## src/rtl/dsa_pkg.sv

```systemverilog
// ----------------------------------------------------------------------------
// dsa_pkg: shared types and codes for the double-ended stack allocator
// Command and status codes, controller states and the control/status
// bundles between the controller and the datapath.
// ----------------------------------------------------------------------------
package dsa_pkg;

   // Command codes carried in the request beat
   typedef enum logic [1:0] {
      CMD_ALLOC_FRONT = 2'd0,
      CMD_ALLOC_REAR  = 2'd1,
      CMD_TEMP_ALLOC  = 2'd2,
      CMD_TEMP_FREE   = 2'd3
   } cmd_type;

   // Status codes returned in the response beat
   typedef enum logic [2:0] {
      ST_OK          = 3'd0,
      ST_FRONT_FULL  = 3'd1,
      ST_REAR_FULL   = 3'd2,
      ST_MARK_EXISTS = 3'd3,
      ST_NO_MARK     = 3'd4
   } status_type;

   // Controller states
   typedef enum logic [1:0] {
      S_IDLE = 2'd0,
      S_MULT = 2'd1,
      S_SIZE = 2'd2,
      S_EXEC = 2'd3
   } state_type;

   // Field widths fixed by the beat format
   localparam int REQ_W    = 16;
   localparam int OFFSET_W = 17;
   localparam int SIZE_W   = 17;
   localparam int HEADER_BYTES = 4;

   // Controller to datapath
   typedef struct packed {
      logic load;   // capture request beat
      logic mult;   // reciprocal multiply stage
      logic size;   // remainder fix and size stage
      logic exec;   // update pointers, write response
   } dp_cmd_type;

   // Datapath to controller
   typedef struct packed {
      logic slot_free;  // response register can take a new beat
   } dp_stat_type;

endpackage

```

## src/rtl/dsa_ctrl.sv

```systemverilog
// ----------------------------------------------------------------------------
// dsa_ctrl: command sequencer
// Steps one request through size rounding and execution; holds the
// execute step until the response register is free.
// ----------------------------------------------------------------------------
module dsa_ctrl (
   input  logic                 clock,
   input  logic                 reset,
   input  logic                 req_tvalid,
   output logic                 req_tready,
   output dsa_pkg::dp_cmd_type  dp_cmd,
   input  dsa_pkg::dp_stat_type dp_stat
);

   dsa_pkg::state_type state_ff, state_in;

   // State register
   always_ff @(posedge clock) begin
      if (reset) begin
         state_ff <= dsa_pkg::S_IDLE;
      end else begin
         state_ff <= state_in;
      end
   end

   // Next state
   always_comb begin
      state_in = state_ff;
      case (state_ff)
         dsa_pkg::S_IDLE: begin
            if (req_tvalid) state_in = dsa_pkg::S_MULT;
         end
         dsa_pkg::S_MULT: begin
            state_in = dsa_pkg::S_SIZE;
         end
         dsa_pkg::S_SIZE: begin
            state_in = dsa_pkg::S_EXEC;
         end
         dsa_pkg::S_EXEC: begin
            if (dp_stat.slot_free) state_in = dsa_pkg::S_IDLE;
         end
         default: begin
            state_in = dsa_pkg::S_IDLE;
         end
      endcase
   end

   // Outputs
   always_comb begin
      req_tready = 1'b0;
      dp_cmd     = '0;
      case (state_ff)
         dsa_pkg::S_IDLE: begin
            req_tready  = 1'b1;
            dp_cmd.load = req_tvalid;
         end
         dsa_pkg::S_MULT: begin
            dp_cmd.mult = 1'b1;
         end
         dsa_pkg::S_SIZE: begin
            dp_cmd.size = 1'b1;
         end
         dsa_pkg::S_EXEC: begin
            dp_cmd.exec = dp_stat.slot_free;
         end
         default: begin
            req_tready = 1'b0;
         end
      endcase
   end

endmodule

```

## src/rtl/dsa_datapath.sv

```systemverilog
// ----------------------------------------------------------------------------
// dsa_datapath: size rounding, pool pointers and response register
// Rounds the request up to the alignment by a reciprocal multiply, then
// checks fit and moves the front/rear pointers and the mark.
// ----------------------------------------------------------------------------
module dsa_datapath #(
   parameter int POOL_BYTES  = 65536,
   parameter int ALIGN_BYTES = 8
) (
   input  logic                 clock,
   input  logic                 reset,
   input  logic [1:0]           req_command,
   input  logic [15:0]          req_request_bytes,
   input  dsa_pkg::dp_cmd_type  dp_cmd,
   output dsa_pkg::dp_stat_type dp_stat,
   output logic                 rsp_tvalid,
   input  logic                 rsp_tready,
   output logic [2:0]           rsp_status,
   output logic [16:0]          rsp_block_offset
);

   // Pointer and compare widths
   localparam int PW    = $clog2(POOL_BYTES + ALIGN_BYTES);
   localparam int CW    = ((PW > dsa_pkg::SIZE_W) ? PW : dsa_pkg::SIZE_W) + 1;
   localparam int SHIFT = dsa_pkg::REQ_W + $clog2(ALIGN_BYTES);
   localparam int MW    = SHIFT + 1;
   localparam int PRODW = dsa_pkg::REQ_W + MW;
   localparam int AW    = $clog2(ALIGN_BYTES) + 2;
   localparam logic [MW-1:0] RECIP = MW'((64'd1 << SHIFT) / ALIGN_BYTES);
   // Front top is either aligned or sits HDR_RES past an aligned address
   localparam int HDR_RES   = dsa_pkg::HEADER_BYTES % ALIGN_BYTES;
   localparam int FRONT_PAD = (ALIGN_BYTES - HDR_RES) % ALIGN_BYTES;
   localparam logic [CW-1:0] PAD_C   = CW'(FRONT_PAD);
   localparam logic [CW-1:0] HDR_C   = CW'(dsa_pkg::HEADER_BYTES);
   localparam logic [AW-1:0] ALIGN_C = AW'(ALIGN_BYTES);
   localparam logic [PW-1:0] POOL_C  = PW'(POOL_BYTES);

   // Request capture
   dsa_pkg::cmd_type cmd_ff;
   logic [15:0]      reqb_ff;
   logic [PRODW-1:0] prod_ff;
   logic [dsa_pkg::SIZE_W-1:0] size_ff;

   // Size rounding terms
   logic [15:0]                quot;
   logic [dsa_pkg::SIZE_W-1:0] qa, rem_raw, rem_fix, rounded, size_in;

   always_ff @(posedge clock) begin
      if (dp_cmd.load) begin
         cmd_ff  <= dsa_pkg::cmd_type'(req_command);
         reqb_ff <= req_request_bytes;
      end
      if (dp_cmd.mult) begin
         prod_ff <= PRODW'(reqb_ff) * PRODW'(RECIP);
      end
      if (dp_cmd.size) begin
         size_ff <= size_in;
      end
   end

   // Remainder with one correction step, then round up and add header
   always_comb begin
      quot    = prod_ff[SHIFT +: 16];
      qa      = dsa_pkg::SIZE_W'(quot) * dsa_pkg::SIZE_W'(ALIGN_C);
      rem_raw = dsa_pkg::SIZE_W'(reqb_ff) - qa;
      rem_fix = (rem_raw >= dsa_pkg::SIZE_W'(ALIGN_C))
              ? rem_raw - dsa_pkg::SIZE_W'(ALIGN_C) : rem_raw;
      rounded = (rem_fix == '0) ? dsa_pkg::SIZE_W'(reqb_ff)
              : dsa_pkg::SIZE_W'(reqb_ff) + dsa_pkg::SIZE_W'(ALIGN_C) - rem_fix;
      size_in = rounded + dsa_pkg::SIZE_W'(dsa_pkg::HEADER_BYTES);
   end

   // Pool state
   logic [PW-1:0] front_ff, front_in, rear_ff, rear_in, mark_ff, mark_in;
   logic          unal_ff, unal_in, markv_ff, markv_in;

   // Response register
   logic                 rvalid_ff;
   dsa_pkg::status_type  status_ff, status_in;
   logic [16:0]          offset_ff, offset_in;

   // Execute: fit checks and pointer updates
   logic [CW-1:0] front_al, front_sum, raw_sum, rear_new;
   logic          front_fit, rear_fit;

   always_comb begin
      front_al  = CW'(front_ff) + (unal_ff ? PAD_C : '0);
      front_sum = front_al + CW'(size_ff);
      raw_sum   = CW'(front_ff) + CW'(size_ff);
      rear_new  = CW'(rear_ff) - CW'(size_ff);
      front_fit = front_sum < CW'(rear_ff);
      rear_fit  = raw_sum < CW'(rear_ff);

      front_in  = front_ff;
      unal_in   = unal_ff;
      rear_in   = rear_ff;
      mark_in   = mark_ff;
      markv_in  = markv_ff;
      status_in = dsa_pkg::ST_OK;
      offset_in = '0;

      case (cmd_ff)
         dsa_pkg::CMD_ALLOC_FRONT, dsa_pkg::CMD_TEMP_ALLOC: begin
            if (markv_ff) begin
               status_in = dsa_pkg::ST_MARK_EXISTS;
            end else begin
               // alignment sticks even when the request fails
               front_in = front_al[PW-1:0];
               unal_in  = 1'b0;
               if (!front_fit) begin
                  status_in = dsa_pkg::ST_FRONT_FULL;
               end else begin
                  offset_in = front_al[16:0] + 17'(dsa_pkg::HEADER_BYTES);
                  front_in  = front_sum[PW-1:0];
                  unal_in   = (HDR_RES != 0);
                  if (cmd_ff == dsa_pkg::CMD_TEMP_ALLOC) begin
                     mark_in  = front_al[PW-1:0];
                     markv_in = 1'b1;
                  end
               end
            end
         end
         dsa_pkg::CMD_ALLOC_REAR: begin
            if (!rear_fit) begin
               status_in = dsa_pkg::ST_REAR_FULL;
            end else begin
               rear_in   = rear_new[PW-1:0];
               offset_in = rear_new[16:0] + HDR_C[16:0];
            end
         end
         dsa_pkg::CMD_TEMP_FREE: begin
            if (!markv_ff) begin
               status_in = dsa_pkg::ST_NO_MARK;
            end else begin
               front_in = mark_ff;
               unal_in  = 1'b0;
               markv_in = 1'b0;
            end
         end
         default: begin
            status_in = dsa_pkg::ST_OK;
         end
      endcase
   end

   // Pointer registers
   always_ff @(posedge clock) begin
      if (reset) begin
         front_ff <= '0;
         unal_ff  <= 1'b0;
         rear_ff  <= POOL_C;
         mark_ff  <= '0;
         markv_ff <= 1'b0;
      end else if (dp_cmd.exec) begin
         front_ff <= front_in;
         unal_ff  <= unal_in;
         rear_ff  <= rear_in;
         mark_ff  <= mark_in;
         markv_ff <= markv_in;
      end
   end

   // Response valid
   always_ff @(posedge clock) begin
      if (reset) begin
         rvalid_ff <= 1'b0;
      end else if (dp_cmd.exec) begin
         rvalid_ff <= 1'b1;
      end else if (rsp_tready) begin
         rvalid_ff <= 1'b0;
      end
   end

   // Response payload
   always_ff @(posedge clock) begin
      if (dp_cmd.exec) begin
         status_ff <= status_in;
         offset_ff <= offset_in;
      end
   end

   assign dp_stat.slot_free = !rvalid_ff || rsp_tready;
   assign rsp_tvalid        = rvalid_ff;
   assign rsp_status        = status_ff;
   assign rsp_block_offset  = offset_ff;

endmodule

```

## src/rtl/double_ended_stack_allocator_core.sv

```systemverilog
// One request is in flight at a time: a new request beat is taken only once
//   the previous one has gone through its steps (capture, multiply, size,
//   execute); execute waits until the response register is free.
// The next request is taken while an earlier response still waits.
// Reset (synchronous, active high): front at 0, rear at POOL_BYTES, no mark,
//   no response pending.
// ----------------------------------------------------------------------------
// double_ended_stack_allocator_core: two-ended bump allocator over one pool
// Front and rear allocations with header and alignment, plus a temporary
// allocation mark that a free rolls the front back to.
// ----------------------------------------------------------------------------
module double_ended_stack_allocator_core #(
   parameter int POOL_BYTES  = 65536,
   parameter int ALIGN_BYTES = 8
) (
   input  logic        clock,
   input  logic        reset,
   input  logic        req_tvalid,
   output logic        req_tready,
   input  logic [23:0] req_tdata,   // [1:0] command, [17:2] request_bytes
   output logic        rsp_tvalid,
   input  logic        rsp_tready,
   output logic [23:0] rsp_tdata    // [2:0] status, [19:3] block_offset
);

   dsa_pkg::dp_cmd_type  dp_cmd;
   dsa_pkg::dp_stat_type dp_stat;
   logic [2:0]           rsp_status;
   logic [16:0]          rsp_block_offset;

   // Sequencer
   dsa_ctrl u_ctrl (
      .clock      (clock),
      .reset      (reset),
      .req_tvalid (req_tvalid),
      .req_tready (req_tready),
      .dp_cmd     (dp_cmd),
      .dp_stat    (dp_stat)
   );

   // Pool datapath
   dsa_datapath #(
      .POOL_BYTES  (POOL_BYTES),
      .ALIGN_BYTES (ALIGN_BYTES)
   ) u_datapath (
      .clock             (clock),
      .reset             (reset),
      .req_command       (req_tdata[1:0]),
      .req_request_bytes (req_tdata[17:2]),
      .dp_cmd            (dp_cmd),
      .dp_stat           (dp_stat),
      .rsp_tvalid        (rsp_tvalid),
      .rsp_tready        (rsp_tready),
      .rsp_status        (rsp_status),
      .rsp_block_offset  (rsp_block_offset)
   );

   // Response beat packing
   assign rsp_tdata = {4'd0, rsp_block_offset, rsp_status};

endmodule
```

## config.mk

```make
export PLATFORM = sky130hd
export DESIGN_NAME = double_ended_stack_allocator_core
export DESIGN_NICKNAME = d
export VERILOG_FILES = /design/src/rtl/dsa_pkg.sv /design/src/rtl/dsa_ctrl.sv /design/src/rtl/dsa_datapath.sv /design/src/rtl/double_ended_stack_allocator_core.sv
export SDC_FILE = /design/constraint.sdc
export NUM_CORES = 1
export LEC_CHECK = 0
export BUFFER_PORTS_ARGS = -buffer_cell sky130_fd_sc_hd__buf_2
export CAP_MARGIN = 0
export CORE_MARGIN = 3
export CORE_UTILIZATION = 40
export CTS_BUF_LIST = sky130_fd_sc_hd__clkbuf_8
export CTS_CLUSTER_SIZE = 16
export DETAILED_ROUTE_END_ITERATION = 16
export GPL_ROUTABILITY_DRIVEN = 0
export PLACE_DENSITY = 0.56
export SYNTH_ARGS = -nofsm -noshare
export SYNTH_HDL_FRONTEND = slang
export SYNTH_SLANG_ARGS = --single-unit
export TNS_END_PERCENT = 30
```

## constraint.sdc

```tcl
create_clock -name clock -period 6.34 [get_ports clock]
set_input_delay 0.634 -clock clock [delete_from_list [all_inputs] [get_ports clock]]
set_output_delay 0.634 -clock clock [all_outputs]
set_load 0.005 [all_outputs]
```

# After elaboration in Yosys (flattened, before gate mapping)

Index checks and enable logic that the tools add are counted.

Register bits: 127
Latch bits: 0
Memory bits (writable): 0
Bits in read-only memories: 0
Word-level logic and storage cells: 85
Memories kept: 0

Add/subtract/negate cells: 11
Multiply operators: 0
Div/mod/pow operators: 0
Order comparisons: 3
Equal/unequal tests: 10
Shift-type cells: 0
Mux-type cells: 34
Bitwise gates (word level): 1
Reductions and logical operators: 13

Operators by type and width:

| operator                                              | number |
|---|---|
| two-way mux 17 bit                                    | 8 |
| one-hot mux 17 bit (2 select lines)                   | 2 |
| adder 17 x 3 -> 17 bit (second input constant)        | 3 |
| less-than comparator 18 x 17 -> 1 bit                 | 2 |
| subtractor 17 bit                                     | 2 |
| adder 17 x 17 -> 18 bit                               | 1 |
| adder 17 x 18 -> 18 bit                               | 1 |
| adder 18 x 17 -> 18 bit                               | 1 |
| adder 16 x 4 -> 17 bit (second input constant)        | 1 |
| >= comparator 17 x 4 -> 1 bit (second input constant) | 1 |
| logical NOT 17 bit                                    | 1 |
| subtractor 16 x 16 -> 17 bit                          | 1 |
| subtractor 17 x 4 -> 17 bit (second input constant)   | 1 |
| two-way mux 1 bit                                     | 14 |
| two-way mux 3 bit                                     | 3 |
| one-hot mux 3 bit (3 select lines)                    | 1 |
| == test 2 bit (second input constant)                 | 4 |
| one-hot mux 2 bit (4 select lines)                    | 1 |
| two-way mux 2 bit                                     | 3 |
| AND reduction 5 bit                                   | 1 |
| == test 2 x 1 -> 1 bit (second input constant)        | 2 |
| logical NOT 2 bit                                     | 2 |
| != test 2 x 1 -> 1 bit (second input constant)        | 2 |
| != test 2 bit (second input constant)                 | 2 |
| other kinds (9)                                       | 12 |

# Depth between registers and ports, before layout

Word-level depth: 7
Depth in mapped cells: 27
Gate-level depth less buffers: 26

# Hierarchy

A second synthesis with hierarchy kept.

Cell total of the unflattened synthesis: 1223
Area, all modules: 10819.1 sq um

Modules (own cells, without submodules):

| module                            | times used | cells an instance | area each (sq um) | seq. area each (sq um) |
|---|---|---|---|---|
| dsa_datapath                      | 1          | 1199              | 10613.9           | 3123.0 |
| dsa_ctrl                          | 1          | 19                | 171.4             | 40.0 |
| double_ended_stack_allocator_core | 1          | 5                 | 33.8              | 0.0 |

# Worst setup path after synthesis

OpenSTA, ideal clock, no wires.

Kind: flip-flop to flip-flop
From: register u_datapath.reqb_ff[3]
To: register u_datapath.size_ff[16] (netlist bit) (data pin)
Setup time: 260 ps
Arrival: 5301 ps
Required time: 6080 ps
Path slack: 779 ps
Cell stages (with the launch flop): 24
Period minus slack after synthesis: 5561 ps
Cell sequence: edfxtp_1 > inv_1 > ha_1 > fa_1 > nor2b_2 > o21ai_1 > a2111oi_1 > a211oi_1 > or4_1 > buf_2 > nor2_1 > nor3_1 > xor2_1 > ha_1 > ha_1 > clkbuf_1 > nand3_1 > a211oi_1 > nor3_1 > o41ai_1 > nor4b_1 > nor4_1 > xor2_1 > mux2i_1

Cells in the longest elaborated chain, start to end: 6
Elaborated cells between the ends (all ways): 9
Classes of those cells: add/sub (5); order compare (1); mux (2); reduce/logical (1)

Ends and longest elaborated chain:

| item                                                                         | RTL line                               | RTL |
|---|---|---|
| start, declared                                                              | dsa_datapath.sv:40                     | `logic [15:0] reqb_ff;` |
| start signal, assigned                                                       | dsa_datapath.sv:51                     | `reqb_ff <= req_request_bytes;` |
| subtractor 16 x 16 -> 17 bit                                                 | dsa_datapath.sv:65                     | `rem_raw = dsa_pkg::SIZE_W'(reqb_ff) - qa;` |
| subtractor 17 x 4 -> 17 bit or >= comparator 17 x 4 -> 1 bit (tied branches) | dsa_datapath.sv:67, dsa_datapath.sv:66 |  |
| two-way mux 17 bit                                                           | dsa_datapath.sv:67                     | `? rem_raw - dsa_pkg::SIZE_W'(ALIGN_C) : rem_raw;` |
| subtractor 17 bit or logical NOT 17 bit (tied branches)                      | dsa_datapath.sv:69, dsa_datapath.sv:68 |  |
| two-way mux 17 bit (*)                                                       | dsa_datapath.sv:68                     | `rounded = (rem_fix == '0) ? dsa_pkg::SIZE_W'(reqb_ff)` |
| adder 17 x 3 -> 17 bit (*)                                                   | dsa_datapath.sv:70                     | `size_in = rounded + dsa_pkg::SIZE_W'(dsa_pkg::HEADER_BYTES);` |
| named net u_datapath.size_in (one bit)                                       | dsa_datapath.sv:46                     | `logic [dsa_pkg::SIZE_W-1:0] qa, rem_raw, rem_fix, rounded, size_in;` |
| end signal, assigned                                                         | dsa_datapath.sv:57                     | `size_ff <= size_in;` |
| end, declared                                                                | dsa_datapath.sv:42                     | `logic [dsa_pkg::SIZE_W-1:0] size_ff;` |

The timed path passes the listed nets; every way through them passes the cells marked *.
A chain may end at the register's enable or synchronous reset.

# Final worst setup path

Same ends and word-level chain as after synthesis.

==> metrics.txt <==
vias per cell ~5.5; setup TNS 0 ns; most common cell after layout, fill and taps aside ha_1; Final Max Tran Viols 0; yosys warns 0; Max-slew headroom between 30% and 40%; Diodes inserted 0; Iter 0 DRT Violations 518; r2r endpoint u_datapath.size_ff[16]; post-detailed-route wirelength per cell ~16 um; RSZ-0062 raised after global routing false; CTS Root Cell clkbuf_8; number of global-route vias before repair 8779; fill count approximately 2600; Primary FF master, synth edfxtp_1; Final period util 93.4%; hpwl dp 21100 um; hold-critical path depth 1; port bufs 43; Peak Freq around 0.17 GHz; DRT Wirelength ~27000 um; TritonCTS Buffers 17; Register Area roughly 0.0032 mm2; layout cell share with drive strength beyond 1 between 10% and 20%; R2R depth 23; cell internal pwr 0.00329 W; Yosys top cell area share between 10% and 20%; die extent in x 170 um; initial core utilization a little over 40%; status complete, no violations; synthesized area between 0.01 and 0.015 mm2; sequential-to-total area share from yosys stat between 20% and 30%; type of the worst setup path register to register; R2R Setup Slk 0.42 ns; Final ANT Viol Nets 0; GR Layer Usage met2 33.2%; Sequential Power Share between 20% and 30%; worst-path fanout max 7; Switch Pwr approximately 0.0030 W; clock buffer depth 2; Vias 9026; residual DRC count 0; cells after synthesis between 1000 and 1500; area of the multi-input gates between 0.007 and 0.008 mm2; EDFF count, synth 68; global-route wire length before repair between 40000 and 50000 um; area delta synth->final 10.0%; Hold Crit Class input pin to register; Max VDD drop 0.000209 V; core area about 0.026 mm2; dominant cells by area after synthesis edfxtp_1 19%, ha_1 15%, dfxtp_1 10%; max-cap viol count 0; initial antenna violation count 0; Power Total between 0.006 and 0.007 W; switching share of power between 40% and 50%; Layout Cells excl Fill 1654; fin nets 1466; #FFs+latches synth 124; Hold Path End u_datapath.reqb_ff[9]; CTS tree done; Worst EP required approximately 6.6 ns; static leakage between 4 and 5 nW; post-layout min period about 6 ns; dpl ws approximately 0.14 ns; fin util 45.1%; Comb power frac between 60% and 70%; die height 170 um; ys async rst share 0%; worst r2r src u_datapath.reqb_ff[3]; critical path launch point type register; Hold Buf Count CTS 0; placed cells roughly 1600; H-tree depth 4; Worst Slack Setup Final between 0.4 and 0.5 ns; largest net degree at the start of global routing 46; Worst-Skew Late Latency ~0.46 ns; clock skew ~0.021 ns; DRT Pass-1 Iters 5; Clk pwr share between 10% and 20%; gr ovfl total 0; Clock Sink Count 124; Hold Fails Final Rpt 0; busiest metal layer after global routing met2; commonest cells after routing, fill and taps aside 128 x ha_1, 113 x nor2_1, 92 x inv_1, 91 x nand2_1, 80 x a21oi_1; All-Layer GR Usage a little under a fifth; largest area contributor in the netlist edfxtp_1; Slew @ Worst Pin about 1.0 ns; post-synthesis average cell area 8.62 um2; FP Rows between 50 and 60; Boundary Pins 54; Synth cell types 83; die area just under 0.03 mm2; pwr dens about 530 mW/mm2; clk slew on worst S/H paths roughly 0.09 ns; Worst setup EP type register; GR met3 Demand/Resource approximately 2.5%; Setup-failing EPs final 0; Worst Path Arrival slightly above 6 ns; grt met1 use 23.1%; min-delay src req_tdata[11]
[layout make-up]
| cell class | instances | share of cell area, % |
|---|---|---|
| clock inverters | 15 | 1.17 |
| well taps | 335 | 3.54 |
| clock buffers | 17 | 1.98 |
| inverters | 91 | 2.88 |
| multi-input cells | 1002 | 60.0 |
| flip-flops and latches | 124 | 26.7 |
| repair buffers | 70 | 3.74 |
[stage by stage]
stage          cell area [um2]  hold slack [ns]
5_1_grt                  11800            0.319
3_3_place_gp             11400            0.467
6_report                 11800            0.347
4_1_cts                  11800            0.318
2_1_floorplan            10800            0.450
3_5_place_dp             11400            0.474
[synth_stat cells, drive strengths merged, types with 4 or more instances]
cell type	number
a211o	4
a211oi	22
a21boi	5
a21o	20
a21oi	82
a22o	11
a311oi	4
a31o	5
a31oi	9
and2	10
and3	14
and4	5
buf	14
clkbuf	24
dfxtp	56
edfxtp	68
fa	4
ha	128
inv	91
mux2	4
mux2i	24
nand2	91
nand2b	12
nand3	49
nand3b	4
nand4	8
nor2	114
nor2b	13
nor3	38
nor3b	6
nor4	4
nor4b	8
o2111ai	5
o211ai	9
o21a	13
o21ai	75
o21bai	7
o22ai	18
or2	9
or3	9
xnor2	74
xor2	39
[routing by layer]
metal  up-vias  share of wire, %
met1      4208                47
met3        32               2.3
met5         -                 0
met2       138                49
met4         0               1.6
li1       4648                 -
[registers in the layout (all words and copies together), names as in the netlist, 3 cells and up]
register / cells
u_datapath.rsp_block_offset: 17
u_datapath.rear_ff: 17
u_datapath.rsp_status: 3
u_datapath.size_ff: 17
u_datapath.mark_ff: 17
u_datapath.front_ff: 17
u_datapath.reqb_ff: 16
u_datapath.prod_ff: 13
[how the worst max path moves through the flow]
stage / slack, ns / startpoint / to
after floorplan: 0.78 / u_datapath.reqb_ff[3] / u_datapath.size_ff[16]
after global placement: 0.31 / u_datapath.reqb_ff[3] / u_datapath.size_ff[16]
after detailed placement: 0.14 / u_datapath.reqb_ff[3] / u_datapath.size_ff[16]
after CTS: 0.12 / u_datapath.reqb_ff[3] / u_datapath.size_ff[16]
after global routing: 0.02 / u_datapath.reqb_ff[3] / u_datapath.size_ff[16]
final: 0.42 / u_datapath.reqb_ff[3] / u_datapath.size_ff[16]
[worst max-delay path: stages (launching register included)]
cell      delay, ns
edfxtp_1       0.38
inv_1          0.07
ha_1           0.22
fa_1           0.45
nor2b_2        0.20
o211ai_1       0.14
a31o_1         0.29
nand3b_1       0.13
nand4_2        0.17
or4_1          0.53
buf_4          0.18
o21ai_0        0.27
xnor2_1        0.16
ha_1           0.25
ha_1           0.35
or2_2          0.31
a21oi_1        0.23
a211oi_2       0.10
nor3_1         0.30
o41ai_2        0.13
nor4b_1        0.17
nor4_1         0.43
xor2_1         0.13
mux2i_1        0.16
[cell families after synthesis]
logic type	after synthesis	share of synthesized area, %
AOI/OAI and AO/OA	317	19.2
xor gates and xnor gates	113	9.19
muxes	28	2.72
and+or+nand+nor	404	18.7
DFF	124	29.4
adders and majority gates	132	15.6
buffers and inverters	129	5.09
other	2	0.0698
[what timing repair did]
item	4_1_cts	5_1_grt
resized for setup	0	5
buffers inserted	0	0
endpoints found under the setup margin	0	2
[power by group through the flow]
stage | registers (W) | clock network, W | logic, W
after detailed placement | 0.00131 | 0 | 0.00422
after global routing | 0.00131 | 0.000748 | 0.00485
after floorplan | 0.00124 | 0 | 0.00342
after CTS | 0.00129 | 0.000718 | 0.00424
final | 0.00130 | 0.000696 | 0.00429
after global placement | 0.00131 | 0 | 0.00417
(Power assumes the default switching activity.)
